File: src/rtl/cvote_pkg.sv
// shared widths, constants and defaults for the class label window vote block
`default_nettype none

package cvote_pkg;

  localparam int LABEL_W           = 8;
  localparam int CONF_W            = 16;
  localparam int UNL_W             = 32;
  localparam int DEF_WINDOW_DEPTH  = 16;
  localparam int DEF_LABEL_KINDS   = 16;

  localparam logic signed [LABEL_W-1:0] NO_LABEL = -8'sd1;
  localparam logic [CONF_W-1:0]         CONF_MAX = '1;

endpackage

`default_nettype wire

File: src/rtl/cvote_ram.sv
// generic single write port, single read port ram with registered read
`default_nettype none

module cvote_ram #(
  parameter int W     = 8,
  parameter int DEPTH = 16,
  localparam int AW   = (DEPTH > 1) ? $clog2(DEPTH) : 1
) (
  input  wire logic          clk,
  input  wire logic          we,
  input  wire logic [AW-1:0] waddr,
  input  wire logic [W-1:0]  wdata,
  input  wire logic          re,
  input  wire logic [AW-1:0] raddr,
  output logic      [W-1:0]  rdata
);

  logic [W-1:0] mem [DEPTH];

  always_ff @(posedge clk) begin
    if (we) begin
      mem[waddr] <= wdata;
    end
    if (re) begin
      rdata <= mem[raddr];
    end
  end

endmodule

`default_nettype wire

File: src/rtl/cvote_div.sv
// bit-serial restoring divider for the q0.16 confidence, saturating at all ones
`default_nettype none

module cvote_div
  import cvote_pkg::*;
#(
  parameter int NUM_W = 5
) (
  input  wire logic               clk,
  input  wire logic               rst_n,
  input  wire logic               start,
  input  wire logic [NUM_W-1:0]   num,
  input  wire logic [UNL_W:0]     den,
  output logic                    done,
  output logic      [CONF_W-1:0]  quo
);

  localparam int RW = UNL_W + 2;
  localparam int SW = $clog2(CONF_W + 1);

  logic          busy_r, busy_nxt;
  logic          done_r, done_nxt;
  logic [SW-1:0] step_r, step_nxt;
  logic [RW-1:0] rem_r, rem_nxt;
  logic [UNL_W:0] den_r, den_nxt;
  logic [CONF_W-1:0] quo_r, quo_nxt;
  logic [RW-1:0] shl;

  always_comb begin
    busy_nxt = busy_r;
    done_nxt = 1'b0;
    step_nxt = step_r;
    rem_nxt  = rem_r;
    den_nxt  = den_r;
    quo_nxt  = quo_r;
    shl      = {rem_r[RW-2:0], 1'b0};
    if (start) begin
      den_nxt = den;
      if (RW'(num) >= RW'(den)) begin
        quo_nxt  = CONF_MAX;
        done_nxt = 1'b1;
      end else begin
        rem_nxt  = RW'(num);
        quo_nxt  = '0;
        step_nxt = SW'(CONF_W);
        busy_nxt = 1'b1;
      end
    end else if (busy_r) begin
      if (shl >= RW'(den_r)) begin
        rem_nxt = shl - RW'(den_r);
        quo_nxt = {quo_r[CONF_W-2:0], 1'b1};
      end else begin
        rem_nxt = shl;
        quo_nxt = {quo_r[CONF_W-2:0], 1'b0};
      end
      step_nxt = step_r - 1'b1;
      if (step_r == SW'(1)) begin
        busy_nxt = 1'b0;
        done_nxt = 1'b1;
      end
    end
  end

  always_ff @(posedge clk) begin
    if (!rst_n) begin
      busy_r <= 1'b0;
      done_r <= 1'b0;
      step_r <= '0;
    end else begin
      busy_r <= busy_nxt;
      done_r <= done_nxt;
      step_r <= step_nxt;
    end
    rem_r <= rem_nxt;
    den_r <= den_nxt;
    quo_r <= quo_nxt;
  end

  assign done = done_r;
  assign quo  = quo_r;

endmodule

`default_nettype wire

File: src/rtl/class_label_window_vote_top.sv
// top level of the sliding window class label vote
//
//   channel | ports                                  | direction
//   in      | in_valid, in_ready, in_class_label     | request in
//   out     | out_valid, out_ready, out_best_label,  | request out
//           | out_confidence                         |
//
// a request goes through the window update, argmax scan and divider as needed:
// the count memory has a single read port, so the argmax scan reads one count
// per cycle, and the divider produces one quotient bit per cycle.
// reset clears control, the fill level, head and no-label count, and the
// per-entry valid flags of the count memory at once; no clearing pass.
// a new request is taken while a finished result waits in the output register;
// the block stalls only when the next result is ready and the register is full.
`default_nettype none

module class_label_window_vote_top
  import cvote_pkg::*;
#(
  parameter int WINDOW_DEPTH = DEF_WINDOW_DEPTH,
  parameter int LABEL_KINDS  = DEF_LABEL_KINDS
) (
  input  wire logic                      clk,
  input  wire logic                      rst_n,
  input  wire logic                      in_valid,
  output logic                           in_ready,
  input  wire logic signed [LABEL_W-1:0] in_class_label,
  output logic                           out_valid,
  input  wire logic                      out_ready,
  output logic signed [LABEL_W-1:0]      out_best_label,
  output logic        [CONF_W-1:0]       out_confidence
);

  localparam int AW = (WINDOW_DEPTH > 1) ? $clog2(WINDOW_DEPTH) : 1;
  localparam int FW = $clog2(WINDOW_DEPTH + 1);
  localparam int LW = (LABEL_KINDS > 1) ? $clog2(LABEL_KINDS) : 1;
  localparam int IW = $clog2(LABEL_KINDS + 1);
  localparam int CW = $clog2(WINDOW_DEPTH + 1);

  localparam logic [2:0] S_IDLE = 3'd0;
  localparam logic [2:0] S_OLD  = 3'd1;
  localparam logic [2:0] S_DEC  = 3'd2;
  localparam logic [2:0] S_NEW  = 3'd3;
  localparam logic [2:0] S_INC  = 3'd4;
  localparam logic [2:0] S_SCAN = 3'd5;
  localparam logic [2:0] S_DIV  = 3'd6;
  localparam logic [2:0] S_DONE = 3'd7;

  function automatic logic lab_ok(input logic [LABEL_W-1:0] x);
    return !x[LABEL_W-1] && (x[LABEL_W-2:0] < (LABEL_W-1)'(LABEL_KINDS));
  endfunction

  logic [2:0]         state_r, state_nxt;
  logic [LABEL_W-1:0] lab_r, lab_nxt;
  logic [FW-1:0]      fill_r, fill_nxt;
  logic [AW-1:0]      head_r, head_nxt;
  logic [UNL_W-1:0]   unl_r, unl_nxt;
  logic [LABEL_KINDS-1:0] cvld_r, cvld_nxt;
  logic               chit_r, chit_nxt;
  logic [IW-1:0]      rd_idx_r, rd_idx_nxt;
  logic               pend_r, pend_nxt;
  logic [LW-1:0]      pend_idx_r, pend_idx_nxt;
  logic [CW-1:0]      best_cnt_r, best_cnt_nxt;
  logic [LW-1:0]      best_id_r, best_id_nxt;
  logic               out_valid_r, out_valid_nxt;
  logic signed [LABEL_W-1:0] out_lab_r, out_lab_nxt;
  logic [CONF_W-1:0]  out_conf_r, out_conf_nxt;

  logic               full;
  logic               win_we, win_re;
  logic [AW-1:0]      win_waddr;
  logic [LABEL_W-1:0] win_rdata;
  logic               cnt_we, cnt_re;
  logic [LW-1:0]      cnt_waddr, cnt_raddr;
  logic [CW-1:0]      cnt_wdata, cnt_rdata, cnt_rd;
  logic               div_start, div_done;
  logic [CONF_W-1:0]  div_quo;
  logic [UNL_W:0]     den;

  assign full   = (fill_r == FW'(WINDOW_DEPTH));
  assign cnt_rd = chit_r ? cnt_rdata : '0;
  assign den    = (UNL_W+1)'(WINDOW_DEPTH) + {1'b0, unl_r};

  cvote_ram #(.W(LABEL_W), .DEPTH(WINDOW_DEPTH)) u_win_ram (
    .clk   (clk),
    .we    (win_we),
    .waddr (win_waddr),
    .wdata (lab_r),
    .re    (win_re),
    .raddr (head_r),
    .rdata (win_rdata)
  );

  cvote_ram #(.W(CW), .DEPTH(LABEL_KINDS)) u_cnt_ram (
    .clk   (clk),
    .we    (cnt_we),
    .waddr (cnt_waddr),
    .wdata (cnt_wdata),
    .re    (cnt_re),
    .raddr (cnt_raddr),
    .rdata (cnt_rdata)
  );

  cvote_div #(.NUM_W(CW)) u_div (
    .clk   (clk),
    .rst_n (rst_n),
    .start (div_start),
    .num   (best_cnt_r),
    .den   (den),
    .done  (div_done),
    .quo   (div_quo)
  );

  always_comb begin
    state_nxt     = state_r;
    lab_nxt       = lab_r;
    fill_nxt      = fill_r;
    head_nxt      = head_r;
    unl_nxt       = unl_r;
    cvld_nxt      = cvld_r;
    chit_nxt      = chit_r;
    rd_idx_nxt    = rd_idx_r;
    pend_nxt      = pend_r;
    pend_idx_nxt  = pend_idx_r;
    best_cnt_nxt  = best_cnt_r;
    best_id_nxt   = best_id_r;
    out_valid_nxt = out_valid_r;
    out_lab_nxt   = out_lab_r;
    out_conf_nxt  = out_conf_r;
    in_ready      = 1'b0;
    win_we        = 1'b0;
    win_re        = 1'b0;
    win_waddr     = full ? head_r : fill_r[AW-1:0];
    cnt_we        = 1'b0;
    cnt_re        = 1'b0;
    cnt_waddr     = lab_r[LW-1:0];
    cnt_raddr     = lab_r[LW-1:0];
    cnt_wdata     = CW'(cnt_rd + 1'b1);
    div_start     = 1'b0;

    if (out_valid_r && out_ready) begin
      out_valid_nxt = 1'b0;
    end

    case (state_r)
      S_IDLE: begin
        in_ready = 1'b1;
        if (in_valid) begin
          lab_nxt      = in_class_label;
          rd_idx_nxt   = '0;
          pend_nxt     = 1'b0;
          best_cnt_nxt = '0;
          best_id_nxt  = '0;
          if (in_class_label == NO_LABEL) begin
            if (unl_r != '1) begin
              unl_nxt = unl_r + 1'b1;
            end
            state_nxt = S_SCAN;
          end else if (full) begin
            win_re    = 1'b1;
            state_nxt = S_OLD;
          end else begin
            state_nxt = S_NEW;
          end
        end
      end
      S_OLD: begin
        if (lab_ok(win_rdata)) begin
          cnt_re    = 1'b1;
          cnt_raddr = win_rdata[LW-1:0];
          chit_nxt  = cvld_r[win_rdata[LW-1:0]];
          state_nxt = S_DEC;
        end else begin
          state_nxt = S_NEW;
        end
      end
      S_DEC: begin
        if (cnt_rd != '0) begin
          cnt_we    = 1'b1;
          cnt_waddr = win_rdata[LW-1:0];
          cnt_wdata = CW'(cnt_rd - 1'b1);
          cvld_nxt[win_rdata[LW-1:0]] = 1'b1;
        end
        state_nxt = S_NEW;
      end
      S_NEW: begin
        win_we = 1'b1;
        if (full) begin
          head_nxt = (head_r == AW'(WINDOW_DEPTH - 1)) ? '0 : AW'(head_r + 1'b1);
        end else begin
          fill_nxt = fill_r + 1'b1;
        end
        if (lab_ok(lab_r)) begin
          cnt_re    = 1'b1;
          chit_nxt  = cvld_r[lab_r[LW-1:0]];
          state_nxt = S_INC;
        end else begin
          state_nxt = S_SCAN;
        end
      end
      S_INC: begin
        cnt_we = 1'b1;
        cvld_nxt[lab_r[LW-1:0]] = 1'b1;
        state_nxt = S_SCAN;
      end
      S_SCAN: begin
        if (pend_r && (cnt_rd > best_cnt_r)) begin
          best_cnt_nxt = cnt_rd;
          best_id_nxt  = pend_idx_r;
        end
        if (rd_idx_r < IW'(LABEL_KINDS)) begin
          cnt_re       = 1'b1;
          cnt_raddr    = rd_idx_r[LW-1:0];
          chit_nxt     = cvld_r[rd_idx_r[LW-1:0]];
          pend_nxt     = 1'b1;
          pend_idx_nxt = rd_idx_r[LW-1:0];
          rd_idx_nxt   = rd_idx_r + 1'b1;
        end else begin
          pend_nxt = 1'b0;
          if (!pend_r) begin
            if (best_cnt_r == '0) begin
              state_nxt = S_DONE;
            end else begin
              div_start = 1'b1;
              state_nxt = S_DIV;
            end
          end
        end
      end
      S_DIV: begin
        if (div_done) begin
          state_nxt = S_DONE;
        end
      end
      S_DONE: begin
        if (!out_valid_r || out_ready) begin
          out_valid_nxt = 1'b1;
          if (best_cnt_r == '0) begin
            out_lab_nxt  = NO_LABEL;
            out_conf_nxt = '0;
          end else begin
            out_lab_nxt  = LABEL_W'(best_id_r);
            out_conf_nxt = div_quo;
          end
          state_nxt = S_IDLE;
        end
      end
      default: begin
        state_nxt = S_IDLE;
      end
    endcase
  end

  always_ff @(posedge clk) begin
    if (!rst_n) begin
      state_r     <= S_IDLE;
      fill_r      <= '0;
      head_r      <= '0;
      unl_r       <= '0;
      cvld_r      <= '0;
      chit_r      <= 1'b0;
      rd_idx_r    <= '0;
      pend_r      <= 1'b0;
      out_valid_r <= 1'b0;
    end else begin
      state_r     <= state_nxt;
      fill_r      <= fill_nxt;
      head_r      <= head_nxt;
      unl_r       <= unl_nxt;
      cvld_r      <= cvld_nxt;
      chit_r      <= chit_nxt;
      rd_idx_r    <= rd_idx_nxt;
      pend_r      <= pend_nxt;
      out_valid_r <= out_valid_nxt;
    end
    lab_r      <= lab_nxt;
    pend_idx_r <= pend_idx_nxt;
    best_cnt_r <= best_cnt_nxt;
    best_id_r  <= best_id_nxt;
    out_lab_r  <= out_lab_nxt;
    out_conf_r <= out_conf_nxt;
  end

  assign out_valid      = out_valid_r;
  assign out_best_label = out_lab_r;
  assign out_confidence = out_conf_r;

endmodule

`default_nettype wire
File: config.mk
export PLATFORM = sky130hd
export DESIGN_NAME = class_label_window_vote_top
export DESIGN_NICKNAME = d
export VERILOG_FILES = /design/src/rtl/cvote_pkg.sv /design/src/rtl/cvote_ram.sv /design/src/rtl/cvote_div.sv /design/src/rtl/class_label_window_vote_top.sv
export SDC_FILE = /design/constraint.sdc
export NUM_CORES = 1
export LEC_CHECK = 0
export ABC_AREA = 1
export BUFFER_PORTS_ARGS = -buffer_cell sky130_fd_sc_hd__buf_2
export CORE_MARGIN = 5
export CORE_UTILIZATION = 36
export CTS_CLUSTER_DIAMETER = 40
export CTS_CLUSTER_SIZE = 8
export DETAILED_ROUTE_END_ITERATION = 10
export REMOVE_ABC_BUFFERS = 1
export SETUP_SLACK_MARGIN = 0.05
export SLEW_MARGIN = 20
export SYNTH_ARGS = -nofsm -noshare
export SYNTH_HDL_FRONTEND = slang
export SYNTH_SLANG_ARGS = --single-unit
File: constraint.sdc
create_clock -name clk -period 3.47 [get_ports clk]
set_input_delay 0.1735 -clock clk [delete_from_list [all_inputs] [get_ports clk]]
set_output_delay 0.1735 -clock clk [all_outputs]
set_load 0.02 [all_outputs]
==> out/results.env <==
FMAXACHIEVABLE_MHz=322.5
SHARE_OF_POST_ROUTE_CELLS_WITH_DRIVE_STRENGTH_ABOVE_1=0.1130
SYN_AVG_CELL_AREA_SQ_UM=9.469
SETUP_REPAIR_AFTER_GLOBAL_ROUTING_MISSED_ITS_MARGIN='false'
DPL.CELL_COUNT=2941
ANTENNA_FOUND_INITIAL=0
WORSTHOLDPATHTYPE='input pin to register'
SYNTH.YOSYS.SEQ_AREA_SHARE=0.5778
WORST_CLOCK_SKEW_NS=0.02518
CTS_MADE_BUFFERS=75
CTS_TREE='done'
VDD.IR_DROP.WORST_mV=0.5301
LAYOUT-AREA-OVERHEAD-VS-SYNTH_PCT=18.05
NETLIST.AREA_LEADER.SHARE=0.5047
YS_SEQ_ELEMENTS=420
POSTLAYOUTCELLAREA_SQ_UM=24230
REMAINING_DRC_ERRORS=0
OVERALL_DIE_AREA_SQ_UM=61900
SETUP-VIOLATIONS-FINAL=0
GRTUSAGETOTAL=0.1664
NUMBER_OF_FLOPS_MAPPED_TO_ENABLE_CELLS_BY_YOSYS=345
SYNTH-ASYNC-RESET-RATIO=0
WIRE_PER_INST_UM=17.20
SYN_INST=2168
IOS=38
FINALWORSTPATHREQUIREDPERIOD_NS=3.101
CTS-ROOT-TO-SINK-BUFFERS=3
STATUS='finished, final reports clean'
FINAL.SETUP.WORST_SLACK_NS=0.3688
CLK_ROOT_BUFFER_CELL='sky130_fd_sc_hd__clkbuf_16'
FINAL-INSTANCE-COUNT-EXCL-FILL=3083
SYNTH.MOST_COMMON_CELL='sky130_fd_sc_hd__nand2_1'
CLK-INSERTION-DELAY-LATE_NS=0.60
TOTAL_POWER_uW=14140
CRITPATHKIND='register to register'
ROWS=87
WORST_SETUP_PATH_END_KIND='register'
SYNTH-WARNING-COUNT=0
NETS=2337
SYNTH_LARGEST_AREA_CELL='sky130_fd_sc_hd__edfxtp_1'
DIE-WIDTH_UM=248.8
DIE_HEIGHT_UM=248.8
INITIAL_UTILIZATION=0.3641
GRT_OVERFLOW_TOTAL=0
DETAIL_ROUTE.FIRST_PASS.ITERATIONS=6
CORE_AREA_SQ_UM=56390
IO_BUFFERS=37
CTS-HTREE-LEVELS=3
CAP_VIOL_MAX_COUNT=0
TRANSITION_TIME_AT_THE_PIN_WITH_THE_LEAST_SLEW_MARGIN_NS=1.094
CELLLEAKAGEPOWER_uW=0.009123
ANTENNA_CELLS_INSERTED=0
VIAS_IN_THE_FIRST_GLOBAL_ROUTE=15218
FILLERINSTANCES=5494
WL_UM=53040
FINAL-MAX-SLEW-VIOLATION-COUNT=0
DRTITER0DRC=1278
GRT_PASS1_WL_UM=83730
ROUTE.VIAS.TOTAL=15719
GRT_START_MAX_NET_PINS=68
SYNTH_TOP_FLOP_CELL='sky130_fd_sc_hd__edfxtp_1'
FRACTION_OF_THE_CYCLE_THE_FINAL_WORST_PATH_NEEDS=0.8937
DRT-VIAS-PER-INSTANCE=5.099
CRIT_ARRIVAL_NS=3.32
ANT_NETS=0
POWER_DENSITY_nW_PER_UM2=583.4
DPL_CELL_AREA_SQ_UM=21750
SYNTH_AREA_LEADERS='sky130_fd_sc_hd__edfxtp_1 50%, sky130_fd_sc_hd__dfxtp_1 7.3%, sky130_fd_sc_hd__nand2_1 6.4%'
CLKSLEWWORSTSETUPHOLDPATHS_NS=0.04
CP_DATA_REQUIRED_TIME_NS=3.69
HPWLAFTERDP_UM=36570
FINAL_CORE_UTILIZATION=0.4298
CLOCK_SINKS=420
WORST_SLEW_MARGIN_REL=0.2702
PLACEMENT.SETUP.WORST_SLACK_NS=0.3729
SYNTHTOPCELLSBYCOUNT='351 x sky130_fd_sc_hd__nand2_1, 345 x sky130_fd_sc_hd__edfxtp_1, 300 x sky130_fd_sc_hd__nor2_1'
CRITICAL_PATH_PEAK_FANOUT=33
TIMING_HOLD_VIOLATIONS_FINAL=0
SYNTHESIS.AREA_SQ_UM=20530
CRITPATHLAUNCHTYPE='register'
GP_CONGESTION=0.9346
YS_TYPES=49
## kinds of logic after synthesis
logic type | Yosys count | synth area share
AND/OR/NAND/NOR | 860 | 0.1798
flip-flops | 420 | 0.5778
multiplexers | 1 | 0.0004876
adder cells (fa/ha/maj) | 54 | 0.03328
XOR/XNOR | 44 | 0.01877
AO/OA/AOI/OAI | 468 | 0.1296
buffers and inverters | 321 | 0.06028
## timing repair
item                                    in CTS  in global routing
hold buffers                                 9                  0
gates resized for setup                      0                  1
endpoints found under the setup margin       0                  2
hold endpoints to repair                     9                  0
setup buffers                                0                  0
## critical path, cell delays in order, from the launching register on
cell	delay, ns
sky130_fd_sc_hd__dfxtp_1	0.52
sky130_fd_sc_hd__ha_1	0.38
sky130_fd_sc_hd__inv_1	0.11
sky130_fd_sc_hd__nor2_2	0.24
sky130_fd_sc_hd__nand3_1	0.18
sky130_fd_sc_hd__inv_1	0.11
sky130_fd_sc_hd__nand2_1	0.12
sky130_fd_sc_hd__inv_1	0.12
sky130_fd_sc_hd__nor2_1	0.06
sky130_fd_sc_hd__nand3_1	0.07
sky130_fd_sc_hd__nand2_1	0.11
sky130_fd_sc_hd__nand4_4	0.14
sky130_fd_sc_hd__nand2_4	0.09
sky130_fd_sc_hd__inv_1	0.07
sky130_fd_sc_hd__buf_4	0.40
## per-stage QoR
step	setup TNS, ns	hold slack (ns)
2_1_floorplan	-46.97	0.2724
3_3_place_gp	0	0.3677
3_5_place_dp	0	0.3688
4_1_cts	0	0.02514
5_1_grt	0	0.07339
6_report	0	0.06891
## power breakdown
| group | switching (uW) | total (uW) | internal (uW) |
|---|---|---|---|
| combinational | 917 | 1310 | 390 |
| clock | 2440 | 6930 | 4490 |
| sequential | 174 | 5900 | 5730 |
## path summary, 6_finish.rpt
check	startpoint	end	slack, ns	cells after the start
setup / recovery	unl_r[4]$_SDFFE_PN0P_	u_div.rem_r[17]$_SDFFCE_PP0P_	0.37	14
hold / removal	in_valid	unl_r[2]$_SDFFE_PN0P_	0.07	4
setup reg to reg	unl_r[4]$_SDFFE_PN0P_	u_div.rem_r[17]$_SDFFCE_PP0P_	0.37	14
hold reg to reg	fill_r[3]$_SDFFE_PN0P_	fill_r[4]$_SDFFE_PN0P_	0.47	1
## sequential cells by signal, summed over array words and instances, names as in the netlist, 8 cells and up
register / count
u_cnt_ram.mem: 80
u_div.den_r: 33
u_win_ram.rdata: 8
u_div.rem_r: 33
out_confidence: 16
u_win_ram.mem: 128
lab_r: 8
u_div.quo: 16
cvld_r: 16
unl_r: 32
## layout make-up
cell class	count	area, sq um	share of cell area
clock inverter	28	290.3	0.01198
inverter	252	945.9	0.03903
sequential	420	11860	0.4895
timing repair buffer	95	643.1	0.02654
multi-input combinational	1427	7452	0.3075
clock buffer	105	2093	0.08638
tap	756	945.9	0.03903
## per-layer routing
| layer | part of all wire | vias up | track usage |
|---|---|---|---|
| met2 | 0.45 | 483 | 0.2637 |
| met3 | 0.060 | 92 | 0.03247 |
| li1 | - | 7716 | - |
| met4 | 0.023 | 0 | 0.04966 |
| met5 | 0 | - | 0 |
| met1 | 0.47 | 7428 | 0.2331 |
## cells in the final DEF (no fill, tap or decap), drive strengths merged, types with 2 or more instances in the layout
cell | synthesis | layout
nand4 | 25 | 25
o21ai | 214 | 214
bufinv | 0 | 4
or2 | 6 | 6
dfxtp | 75 | 75
dlygate4sd3 | 0 | 9
xnor2 | 20 | 20
a31oi | 27 | 27
edfxtp | 345 | 345
buf | 18 | 86
clkinvlp | 0 | 5
clkinv | 3 | 20
clkbuf | 51 | 105
a21o | 3 | 3
nand2 | 362 | 362
o211ai | 30 | 30
o221ai | 22 | 22
o21a | 6 | 6
nand3b | 3 | 3
a221oi | 3 | 3
nor3 | 35 | 35
ha | 53 | 53
nor4 | 6 | 6
a211oi | 3 | 3
o22ai | 31 | 31
xor2 | 24 | 24
nand3 | 94 | 94
a22oi | 7 | 7
a21oi | 119 | 119
nor3b | 2 | 2
nor2 | 326 | 326
inv | 249 | 251
Power figures use the tool's default switching activity.
